[config.mk]
export PLATFORM = sky130hd
export DESIGN_NAME = ordered_list_store_top
export DESIGN_NICKNAME = d
export VERILOG_FILES = /design/src/hdl/olst_pkg.sv /design/src/hdl/olst_mem.sv /design/src/hdl/olst_ctrl.sv /design/src/hdl/ordered_list_store_top.sv
export SDC_FILE = /design/constraint.sdc
export NUM_CORES = 2
export LEC_CHECK = 0
export ABC_AREA = 1
export BUFFER_PORTS_ARGS = -buffer_cell sky130_fd_sc_hd__buf_2
export CORE_AREA = 8 8 485 487
export DETAILED_ROUTE_END_ITERATION = 6
export DIE_AREA = 0 0 493 495
export GPL_TIMING_DRIVEN = 0
export HOLD_SLACK_MARGIN = 0.08
export PLACE_DENSITY = 0.52
export SYNTH_ARGS = -nofsm -noshare
export SYNTH_HDL_FRONTEND = slang
export SYNTH_HIERARCHICAL = 1
export SYNTH_SLANG_ARGS = --single-unit
[constraint.sdc]
create_clock -name clk -period 11.9 [get_ports clk]
set_input_delay 0.595 -clock clk [delete_from_list [all_inputs] [get_ports clk]]
set_output_delay 0.595 -clock clk [all_outputs]
set_load 0.005 [all_outputs]
[src/hdl/olst_pkg.sv]
// ----------------------------------------------------------------------------
// olst_pkg: shared types and codes for the ordered list store
// Request and status codes, field widths and the result record that the
// sequencer hands to the output stage.
// ----------------------------------------------------------------------------
package olst_pkg;

  localparam int VALUE_W = 32;
  localparam int POS_W   = 7;
  localparam int FOUND_W = 6;
  localparam int COUNT_W = 7;

  // request codes
  localparam logic [1:0] OP_APPEND = 2'd0;
  localparam logic [1:0] OP_INSERT = 2'd1;
  localparam logic [1:0] OP_READ   = 2'd2;
  localparam logic [1:0] OP_FIND   = 2'd3;

  // status codes
  localparam logic [1:0] ST_OK       = 2'd0;
  localparam logic [1:0] ST_RANGE    = 2'd1;
  localparam logic [1:0] ST_FULL     = 2'd2;
  localparam logic [1:0] ST_NOTFOUND = 2'd3;

  typedef struct packed {
    logic [1:0]         status;
    logic [VALUE_W-1:0] read_value;
    logic [FOUND_W-1:0] found_position;
    logic [COUNT_W-1:0] count;
    logic               empty_res;
  } res_t;

endpackage

[src/hdl/olst_mem.sv]
// ----------------------------------------------------------------------------
// olst_mem: entry store
// One write port and one read port; read data is registered.
// ----------------------------------------------------------------------------
module olst_mem #(
  parameter int DEPTH = 64,
  parameter int AW    = 6
) (
  input  logic                          clk,
  input  logic                          wr_en,
  input  logic [AW-1:0]                 wr_addr,
  input  logic [olst_pkg::VALUE_W-1:0]  wr_data,
  input  logic [AW-1:0]                 rd_addr,
  output logic [olst_pkg::VALUE_W-1:0]  rd_data
);

  logic [olst_pkg::VALUE_W-1:0] mem [DEPTH];

  always_ff @(posedge clk) begin
    if (wr_en) begin
      mem[wr_addr] <= wr_data;
    end
  end

  always_ff @(posedge clk) begin
    rd_data <= mem[rd_addr];
  end

endmodule

[src/hdl/olst_ctrl.sv]
// ----------------------------------------------------------------------------
// olst_ctrl: request sequencer
// Decodes a request, then walks the store one entry per cycle through a
// shared pointer / pending-read tag: downward for the insert shift,
// upward for the find scan, where an equality compare checks each entry.
// ----------------------------------------------------------------------------
module olst_ctrl #(
  parameter int CAPACITY = 64,
  parameter int AW       = 6,
  parameter int CW       = 7
) (
  input  logic                            clk,
  input  logic                            rst,
  input  logic                            in_valid,
  output logic                            in_ready,
  input  logic [1:0]                      in_op,
  input  logic [olst_pkg::VALUE_W-1:0]    in_value,
  input  logic [olst_pkg::POS_W-1:0]      in_position,
  input  logic                            out_free,
  output logic                            res_valid,
  output olst_pkg::res_t                  res,
  output logic                            wr_en,
  output logic [AW-1:0]                   wr_addr,
  output logic [olst_pkg::VALUE_W-1:0]    wr_data,
  output logic [AW-1:0]                   rd_addr,
  input  logic [olst_pkg::VALUE_W-1:0]    rd_data
);

  localparam int XW = (CW > olst_pkg::POS_W) ? CW : olst_pkg::POS_W;
  localparam int FW = (AW > olst_pkg::FOUND_W) ? AW : olst_pkg::FOUND_W;

  typedef enum logic [2:0] {
    S_IDLE, S_DECODE, S_SHIFT, S_PUT, S_RDWAIT, S_SCAN, S_DONE
  } state_t;

  state_t                          state;
  logic [1:0]                      op;
  logic [olst_pkg::VALUE_W-1:0]    word;
  logic [olst_pkg::POS_W-1:0]      pos;
  logic [CW-1:0]                   count;
  logic [AW-1:0]                   ptr;
  logic [AW-1:0]                   tag;
  logic [CW-1:0]                   rem;
  logic                            pend;
  logic [1:0]                      status;
  logic [olst_pkg::VALUE_W-1:0]    rd_val;
  logic [AW-1:0]                   found;

  logic [XW-1:0] pos_x;
  logic [XW-1:0] cnt_x;
  logic [FW-1:0] found_x;
  logic [AW-1:0] pos_idx;
  logic          full;
  logic          issue;
  logic          match;

  assign pos_x   = XW'(pos);
  assign cnt_x   = XW'(count);
  assign found_x = FW'(found);
  assign pos_idx = pos_x[AW-1:0];
  assign full    = (count == CW'(CAPACITY));
  // a read goes out while entries remain to be walked
  assign issue   = ((state == S_SHIFT) || (state == S_SCAN)) && (rem != '0);
  assign match   = pend && (rd_data == word);

  assign rd_addr   = (state == S_DECODE) ? pos_idx : ptr;
  assign in_ready  = (state == S_IDLE);
  assign res_valid = (state == S_DONE) && out_free;

  assign res.status         = status;
  assign res.read_value     = rd_val;
  assign res.found_position = found_x[olst_pkg::FOUND_W-1:0];
  assign res.count          = cnt_x[olst_pkg::COUNT_W-1:0];
  assign res.empty_res      = (count == '0);

  always_comb begin
    wr_en   = 1'b0;
    wr_addr = ptr;
    wr_data = word;
    unique case (state)
      S_DECODE: begin
        if (op == olst_pkg::OP_APPEND && !full) begin
          wr_en   = 1'b1;
          wr_addr = count[AW-1:0];
        end
      end
      S_SHIFT: begin
        // entry read last cycle moves up by one
        wr_en   = pend;
        wr_addr = AW'(tag + 1'b1);
        wr_data = rd_data;
      end
      S_PUT: begin
        wr_en   = 1'b1;
        wr_addr = pos_idx;
      end
      default: begin
      end
    endcase
  end

  always_ff @(posedge clk) begin
    if (rst) begin
      state <= S_IDLE;
      count <= '0;
      pend  <= 1'b0;
    end else begin
      unique case (state)
        S_IDLE: begin
          if (in_valid) begin
            op    <= in_op;
            word  <= in_value;
            pos   <= in_position;
            state <= S_DECODE;
          end
        end
        S_DECODE: begin
          status <= olst_pkg::ST_OK;
          rd_val <= '0;
          found  <= '0;
          pend   <= 1'b0;
          unique case (op)
            olst_pkg::OP_APPEND: begin
              if (full) begin
                status <= olst_pkg::ST_FULL;
              end else begin
                count <= CW'(count + 1'b1);
              end
              state <= S_DONE;
            end
            olst_pkg::OP_INSERT: begin
              if (pos_x > cnt_x) begin
                status <= olst_pkg::ST_RANGE;
                state  <= S_DONE;
              end else if (full) begin
                status <= olst_pkg::ST_FULL;
                state  <= S_DONE;
              end else begin
                ptr   <= AW'(count - 1'b1);
                rem   <= CW'(cnt_x - pos_x);
                state <= S_SHIFT;
              end
            end
            olst_pkg::OP_READ: begin
              if (pos_x >= cnt_x) begin
                status <= olst_pkg::ST_RANGE;
                state  <= S_DONE;
              end else begin
                state <= S_RDWAIT;
              end
            end
            olst_pkg::OP_FIND: begin
              ptr   <= '0;
              rem   <= count;
              state <= S_SCAN;
            end
          endcase
        end
        S_SHIFT: begin
          pend <= issue;
          if (issue) begin
            tag <= ptr;
            ptr <= AW'(ptr - 1'b1);
            rem <= CW'(rem - 1'b1);
          end
          if (!issue && !pend) begin
            state <= S_PUT;
          end
        end
        S_PUT: begin
          count <= CW'(count + 1'b1);
          state <= S_DONE;
        end
        S_RDWAIT: begin
          rd_val <= rd_data;
          state  <= S_DONE;
        end
        S_SCAN: begin
          if (match) begin
            found <= tag;
            pend  <= 1'b0;
            state <= S_DONE;
          end else begin
            pend <= issue;
            if (issue) begin
              tag <= ptr;
              ptr <= AW'(ptr + 1'b1);
              rem <= CW'(rem - 1'b1);
            end
            if (!issue && !pend) begin
              status <= olst_pkg::ST_NOTFOUND;
              state  <= S_DONE;
            end
          end
        end
        S_DONE: begin
          if (out_free) begin
            state <= S_IDLE;
          end
        end
        default: begin
          state <= S_IDLE;
        end
      endcase
    end
  end

`ifndef ASSERT_OFF
  a_count_cap: assert property (@(posedge clk) disable iff (rst)
    count <= CW'(CAPACITY))
    else $error("entry count above capacity");

  a_count_step: assert property (@(posedge clk) disable iff (rst)
    (count != $past(count)) |-> (count == CW'($past(count) + 1'b1)))
    else $error("entry count moved by other than one");

  a_shift_ports: assert property (@(posedge clk) disable iff (rst)
    (state == S_SHIFT && pend && issue) |-> (wr_addr != rd_addr))
    else $error("shift reads and writes the same entry");

  a_found_below: assert property (@(posedge clk) disable iff (rst)
    (res_valid && op == olst_pkg::OP_FIND && status == olst_pkg::ST_OK)
      |-> (CW'(found) < count))
    else $error("find hit beyond the list end");
`endif

endmodule

[src/hdl/ordered_list_store_top.sv]
// ----------------------------------------------------------------------------
// ordered_list_store_top: ordered list of 32-bit words in a fixed store
// Append, insert-with-shift, read by position and find-first on a store of
// CAPACITY entries; every request returns status, count and empty flag.
// ----------------------------------------------------------------------------
//
//  channel   dir  tdata (low bit up)                          tuser
//  s_axis    in   value[31:0] position[38:32] pad[39]         op[1:0]
//  m_axis    out  read_value[31:0] found_position[37:32]      status[1:0]
//                 count[44:38] empty_res[45] pad[47:46]
//
// Steps per request, accept to result in the output register:
//   append and any range or full error finish at decode; read waits for
//   the registered store data. insert shifts entries up from the end down
//   to the position, then writes the word; the store's single read port
//   moves one entry per cycle. find compares entries upward from the head,
//   one entry per cycle, and stops at the first hit.
// s_axis_tready is high only while the sequencer is idle; one request at a
// time. A finished result sits in the output register while the next
// request is taken; the sequencer holds its result only if that register
// is still occupied.
// Reset clears the count and control; the store itself is not cleared.
// ----------------------------------------------------------------------------
module ordered_list_store_top #(
  parameter int CAPACITY = 64
) (
  input  logic        clk,
  input  logic        rst,
  input  logic        s_axis_tvalid,
  output logic        s_axis_tready,
  input  logic [39:0] s_axis_tdata,   // value[31:0], position[38:32], zero pad
  input  logic [1:0]  s_axis_tuser,   // op[1:0]
  output logic        m_axis_tvalid,
  input  logic        m_axis_tready,
  output logic [47:0] m_axis_tdata,   // read_value, found_position, count,
                                      // empty_res, zero pad
  output logic [1:0]  m_axis_tuser    // status[1:0]
);

  localparam int AW = (CAPACITY > 1) ? $clog2(CAPACITY) : 1;
  localparam int CW = $clog2(CAPACITY + 1);

  logic                         wr_en;
  logic [AW-1:0]                wr_addr;
  logic [olst_pkg::VALUE_W-1:0] wr_data;
  logic [AW-1:0]                rd_addr;
  logic [olst_pkg::VALUE_W-1:0] rd_data;
  logic                         out_free;
  logic                         res_valid;
  olst_pkg::res_t               res;

  // output register frees when empty or being drained this cycle
  assign out_free = !m_axis_tvalid || m_axis_tready;

  olst_mem #(
    .DEPTH (CAPACITY),
    .AW    (AW)
  ) u_mem (
    .clk     (clk),
    .wr_en   (wr_en),
    .wr_addr (wr_addr),
    .wr_data (wr_data),
    .rd_addr (rd_addr),
    .rd_data (rd_data)
  );

  olst_ctrl #(
    .CAPACITY (CAPACITY),
    .AW       (AW),
    .CW       (CW)
  ) u_ctrl (
    .clk         (clk),
    .rst         (rst),
    .in_valid    (s_axis_tvalid),
    .in_ready    (s_axis_tready),
    .in_op       (s_axis_tuser),
    .in_value    (s_axis_tdata[31:0]),
    .in_position (s_axis_tdata[38:32]),
    .out_free    (out_free),
    .res_valid   (res_valid),
    .res         (res),
    .wr_en       (wr_en),
    .wr_addr     (wr_addr),
    .wr_data     (wr_data),
    .rd_addr     (rd_addr),
    .rd_data     (rd_data)
  );

  // result transfer register
  always_ff @(posedge clk) begin
    if (rst) begin
      m_axis_tvalid <= 1'b0;
    end else if (res_valid) begin
      m_axis_tvalid <= 1'b1;
    end else if (m_axis_tready) begin
      m_axis_tvalid <= 1'b0;
    end
  end

  always_ff @(posedge clk) begin
    if (res_valid) begin
      m_axis_tuser <= res.status;
      m_axis_tdata <= {2'b00, res.empty_res, res.count,
                       res.found_position, res.read_value};
    end
  end

endmodule

Yosys cells after proc, flatten, opt, wreduce, memory -nomap -nowiden
Memory sizes are Yosys's and may differ from the RTL's. A register that Yosys moved wholly into a read port is not among the register bits.
Index checks and enable logic that the tools add are counted.

word-level totals
  register bits after elaboration = 160
  memory bits (writable) = 2048
  input port bits = 46
  output and inout bits = 52
  memories kept = 1

cells by class
  $add $sub $neg = 7
  magnitude comparators = 2
  eq/ne operators = 25
  mux-type cells = 51
  bitwise logic cells = 1
  reductions and logical operators = 31

memories
  memory     depth  bits a word  rd ports  clocked after memory_dff  wr ports  line            RTL
  u_mem.mem  64     32           1         1                         1         olst_mem.sv:17  logic [olst_pkg::VALUE_W-1:0] mem [DEPTH];

operators with widths
  cell                 number
  $pmux 32 s2          1
  $mux 6               10
  $mux 7               6
  $pmux 6 s2           3
  $pmux 6 s3           2
  $eq 32x32->1         1
  $mux 32              1
  $pmux 7 s2           2
  $mux 3               7
  $pmux 7 s3           1
  $pmux 3 s6           1
  $add 6x1->6 const B  2
  $ne 2x2->1 const B   6
  $pmux 3 s4           1
  $reduce_and 3->1     4
  $sub 6x1->6 const B  2
  $mux 2               5
  $reduce_bool 2->1    5
  $eq 3x3->1 const B   3
  $ne 3x3->1 const B   3
  $ne 2x1->1 const B   4
  $reduce_and 4->1     2
  $reduce_and 8->1     1
  $add 7x1->7 const B  1
  26 further kinds     43

Logic depth before layout (Yosys ltp)
  depth in word-level cells = 8
  mapped depth = 18

By module
Netlist, hierarchy kept.

by module, submodules not included
  module                  times used  cells an instance  area an instance (um2)  sequential area each (um2)
  olst_mem                1           6770               82740.6                 62139.6
  olst_ctrl               1           711                6148.4                  3223.1
  ordered_list_store_top  1           56                 1502.7                  1461.4

Worst setup path after synthesis
Ideal clock, no wire load.

  path kind = register -> register
  start = reg u_ctrl.count[1], in the netlist u_ctrl/cnt_x[1]
  end = mem u_mem/mem[32][0] in the netlist's numbering, enable pin
  setup time = 502 ps
  arrival time = 5102 ps
  required time = 11398 ps
  setup slack = 6296 ps
  cell stages (with the launch flop) = 12
  clock period less this slack = 5604 ps
  cell sequence = dfxtp_1 > inv_1 > ha_1 > nand3_2 > nor2_2 > nand2_2 > a21oi_1 > nor3_1 > o2111ai_1 > nor2_1 > nand3_1 > nor4_1

RTL lines
  element                   line                          RTL
  start: declaration        olst_ctrl.sv:40               logic [CW-1:0] count;
  start signal: assignment  olst_ctrl.sv:127              count <= CW'(count + 1'b1);
  start signal: assignment  olst_ctrl.sv:171              count <= CW'(count + 1'b1);
  $eq 7x7->1                olst_ctrl.sv:61               assign full = (count == CW'(CAPACITY));
  $logic_not 1->1           olst_ctrl.sv:82               if (op == olst_pkg::OP_APPEND && !full) begin
  $logic_and 1x1->1         olst_ctrl.sv:82
  $mux 6                    olst_ctrl.sv:82
  $pmux 6 s3                olst_ctrl.sv:80               unique case (state)
  via wr_addr[4]            ordered_list_store_top.sv:44  logic [AW-1:0] wr_addr;
  end: declaration          olst_mem.sv:17

The timed path passes the listed nets, and every way through them passes these cells.

Worst setup path in the final report
  start = reg u_ctrl.count[1], in the netlist u_ctrl/cnt_x[1]
  end = mem u_mem/mem[41][6] in the netlist's numbering, enable pin

The elaborated chain is that of the path after synthesis.

==> results.tsv <==
metric	value	unit
outcome	complete, but fails checks	
failing checks	design-rule violations, max-capacitance violations, max-slew violations	
leak pwr	38.3	nW
RePlAce Congestion	0.973	
vias after detailed routing	65917	
global-route usage over all layers	28.9	%
max-capacitance violation count	4	
Critical Setup Path Class	reg2reg	
area of the mapped netlist	90400	sq um
die area	244000	sq um
wire length after detailed routing	364000	microns
routed len/inst	32.0	microns
Synthesis Warnings	6	
setup repair bufs after CTS	0	
maximum number of pins on one net before global-route repair	36	
cts bufs inserted	229	
part of the Yosys area used for sequential elements	73.9	%
synthesized-area fraction occupied by xor and xnor cells	0.242	%
global-route wire length before repair	492000	microns
number of top-level pins	98	
number of sinks driven by the clock tree	2240	
DRC errors left	28	
layout cell share with drive strength beyond 1	12.9	%
clock input transition at the sequential cells of the worst setup and hold paths	60	ps
Storage cell area	66800	sq um
# hold bufs at CTS	44	
biggest fanout along the worst timing path	20	
antenna violations before repair	20	
post-synthesis compound-gate area fraction	0.718	%
final non-filler cell area	107000	sq um
Initial Utilization	39.6	%
final worst-path cycle share	50.0	%
sort of element at the start of the critical path	register	
Via density	5.80	
latest clock arrival within the worst-skew pair	920	ps
register bit count reported by yosys	2240	
area share of fa/ha/maj cells after synthesis	0.266	%
mux contribution to synthesized area	0	%
post-route ant nets	0	
simple-gate portion of the synthesized area	21.7	%
largest family of logic cells by synthesized area	simple AND/OR/NAND/NOR gates	
multi-input gate area in the final layout	21600	sq um
gate count after technology mapping	7537	
WP data required	12490	ps
root buf cell	sky130_fd_sc_hd__clkbuf_16	
actual slew at the worst max-slew pin	1620	ps
number of gates given a new drive strength after cts	0	
First DRT Iteration DRCs	10134	
setup repair after global routing missed its margin	no	
slew margin rel.	-7.69	%
synth-to-layout area growth	18.2	%
internal reg-to-reg setup slack	5940	ps
Mapped Avg Cell Area	12.0	sq um
class of the most critical hold timing path	in2reg	
buffers from clock root to sink, at most	3	
utilization of the core after routing	46.8	%
via count of the first global-routing pass	60095	
count of final setup violators	0	
area of the core	228000	sq um
Pins Over Slew Limit	46	
number of cell rows	176	
Finished Layout Cells	11358	
Pwr per Cell Area	269	nW/um^2
arrival time of the worst setup path	6540	ps
die width	493	microns
TritonRoute pass-1 iters	7	
Congestion Overflow GR	0	
number of placed instances, taps included	10863	
TritonCTS clock tree	done	
Placement Cell Area	99100	sq um
layout filler cell count	20476	
total number of H-tree levels	4	
Hold Fails Final Rpt	0	
Worst Skew	40.1	ps
time the final worst path needs with I/O delays and setup	5960	ps
Max IR drop VDD	0.191	mV
post-detail-place hpwl	258000	microns
highest clock frequency the design can meet	0.168	GHz
quantity of I/O buffers inserted on ports	94	
final setup TNS	0	ps
endpoint class of the critical path	register	
number of library cell types mapped by synthesis	48	
Final Total Pwr	28.8	mW
net count of the finished layout	8178	
Vert. Die Dim	495	microns
-- flip-flops by register name (all words and copies together), names as in the netlist --
name / cells
m_axis_tdata: 46
m_axis_tuser: 2
m_axis_tvalid: 1
u_ctrl/cnt_x: 7
u_ctrl/found: 6
u_ctrl/op: 2
u_ctrl/pend: 1
u_ctrl/pos: 7
u_ctrl/ptr: 6
u_ctrl/rd_val: 32
u_ctrl/rem: 7
u_ctrl/state: 3
u_ctrl/status: 2
u_ctrl/tag: 6
u_ctrl/word: 32
u_mem/mem: 2048
u_mem/rd_data: 32
-- critical path: stages (launching register included) --
cell	delay [ps]
sky130_fd_sc_hd__dfxtp_1	580
sky130_fd_sc_hd__inv_1	250
sky130_fd_sc_hd__ha_1	280
sky130_fd_sc_hd__nand3_2	150
sky130_fd_sc_hd__nor2_2	50
sky130_fd_sc_hd__nand2_2	100
sky130_fd_sc_hd__a21oi_1	110
sky130_fd_sc_hd__nor3_1	500
sky130_fd_sc_hd__o221ai_1	540
sky130_fd_sc_hd__clkbuf_1	380
sky130_fd_sc_hd__inv_1	310
sky130_fd_sc_hd__nand4_1	840
sky130_fd_sc_hd__nor2_4	1200
sky130_fd_sc_hd__buf_12	310
-- cell type report --
class | instances | share of cell area (%)
multi-input cells | 4689 | 20.2
well taps | 3026 | 3.54
diodes | 23 | 0.0539
repair buffers | 345 | 4.18
plain buffers | 466 | 2.19
clock buffers | 287 | 5.61
clock inverters | 139 | 1.18
inverters | 143 | 0.505
flip-flops and latches | 2240 | 62.6
-- report_power, final --
part | switching [mW] | internal [mW]
sequential | 0.125 | 9.68
clock | 3.11 | 3.97
combinational | 9.25 | 2.65
total | 12.5 | 16.3
-- worst paths after layout --
kind	endpoint	from	depth (start not counted)
worst min register to register	m_axis_tdata[22]$_DFFE_PP_	u_ctrl/rd_val[22]$_SDFFCE_PN0P_	0
worst max register to register	u_mem/mem[41][6]$_DFFE_PP_	u_ctrl/cnt_x[1]$_SDFFE_PP0P_	13
worst min-delay path	u_ctrl/state[1]$_SDFFE_PP0P_	s_axis_tvalid	6
worst max-delay path	u_mem/mem[41][6]$_DFFE_PP_	u_ctrl/cnt_x[1]$_SDFFE_PP0P_	13
-- cell families (layout without fill, tap and decap cells) --
kind of cell / after synthesis / after routing
AOI/OAI and AO/OA: 116 / 116
buffers and inverters: 609 / 1380
other: 1 / 25
DFF: 2240 / 2240
and+or+nand+nor: 4528 / 4528
xor gates and xnor gates: 25 / 25
adders and majority gates: 18 / 18
-- per-stage QoR --
| step | setup WS, ps | hold WS, ps |
|---|---|---|
| 6_report | 5940 | 270 |
| 3_3_place_gp | -1680 | 403 |
| 5_1_grt | 5960 | 263 |
| 4_1_cts | 6210 | 214 |
| 3_5_place_dp | 6230 | 405 |
| 2_1_floorplan | 6300 | 400 |
-- layout by cell type, fill, tap and decap left out, drive strengths merged, types with 3 or more instances in the layout --
cell and instances:
nand4 11, clkbuf 375, nor4 10, xnor2 13, diode 23, nor2 155
o22ai 5, a21oi 23, xor2 12, edfxtp 2196, bufinv 19, ha 16
nor3 11, nand2 2410, clkinvlp 7, clkinv 107, buf 679, nand3 1930
dfxtp 44, dlygate4sd3 44, inv 149, o21ai 72, o221ai 3
-- cell usage after synthesis, drive strengths merged --
| cell | n | area (sq um) |
|---|---|---|
| nor3b | 1 | 7.51 |
| clkinv | 1 | 3.75 |
| nor4 | 10 | 62.6 |
| buf | 378 | 2000 |
| ha | 16 | 200 |
| clkbuf | 88 | 344 |
| o31ai | 2 | 15.0 |
| xor2 | 12 | 105 |
| xnor2 | 13 | 114 |
| edfxtp | 2196 | 65900 |
| a32o | 1 | 10.0 |
| o22ai | 5 | 31.3 |
| a21oi | 23 | 119 |
| o21ai | 72 | 372 |
| nand3 | 1930 | 9690 |
| a21o | 1 | 7.51 |
| o2111ai | 2 | 17.5 |
| nand4 | 11 | 68.8 |
| dfxtp | 44 | 881 |
| inv | 142 | 536 |
| o221ai | 3 | 26.3 |
| nor3 | 11 | 60.1 |
| a211oi | 2 | 15.0 |
| nor2 | 155 | 626 |
| conb | 1 | 3.75 |
| fa | 2 | 40.0 |
| a31oi | 2 | 12.5 |
| o32ai | 1 | 8.76 |
| o211ai | 2 | 15.0 |
| nand2 | 2410 | 9060 |
-- layer usage --
metal	track usage, %	part of all wire, %
met1	38.8	39
met2	44.0	44
met3	7.13	12
met4	14.4	5.8
met5	0	0.0036
Note: power is estimated with default switching activity, not from simulation.
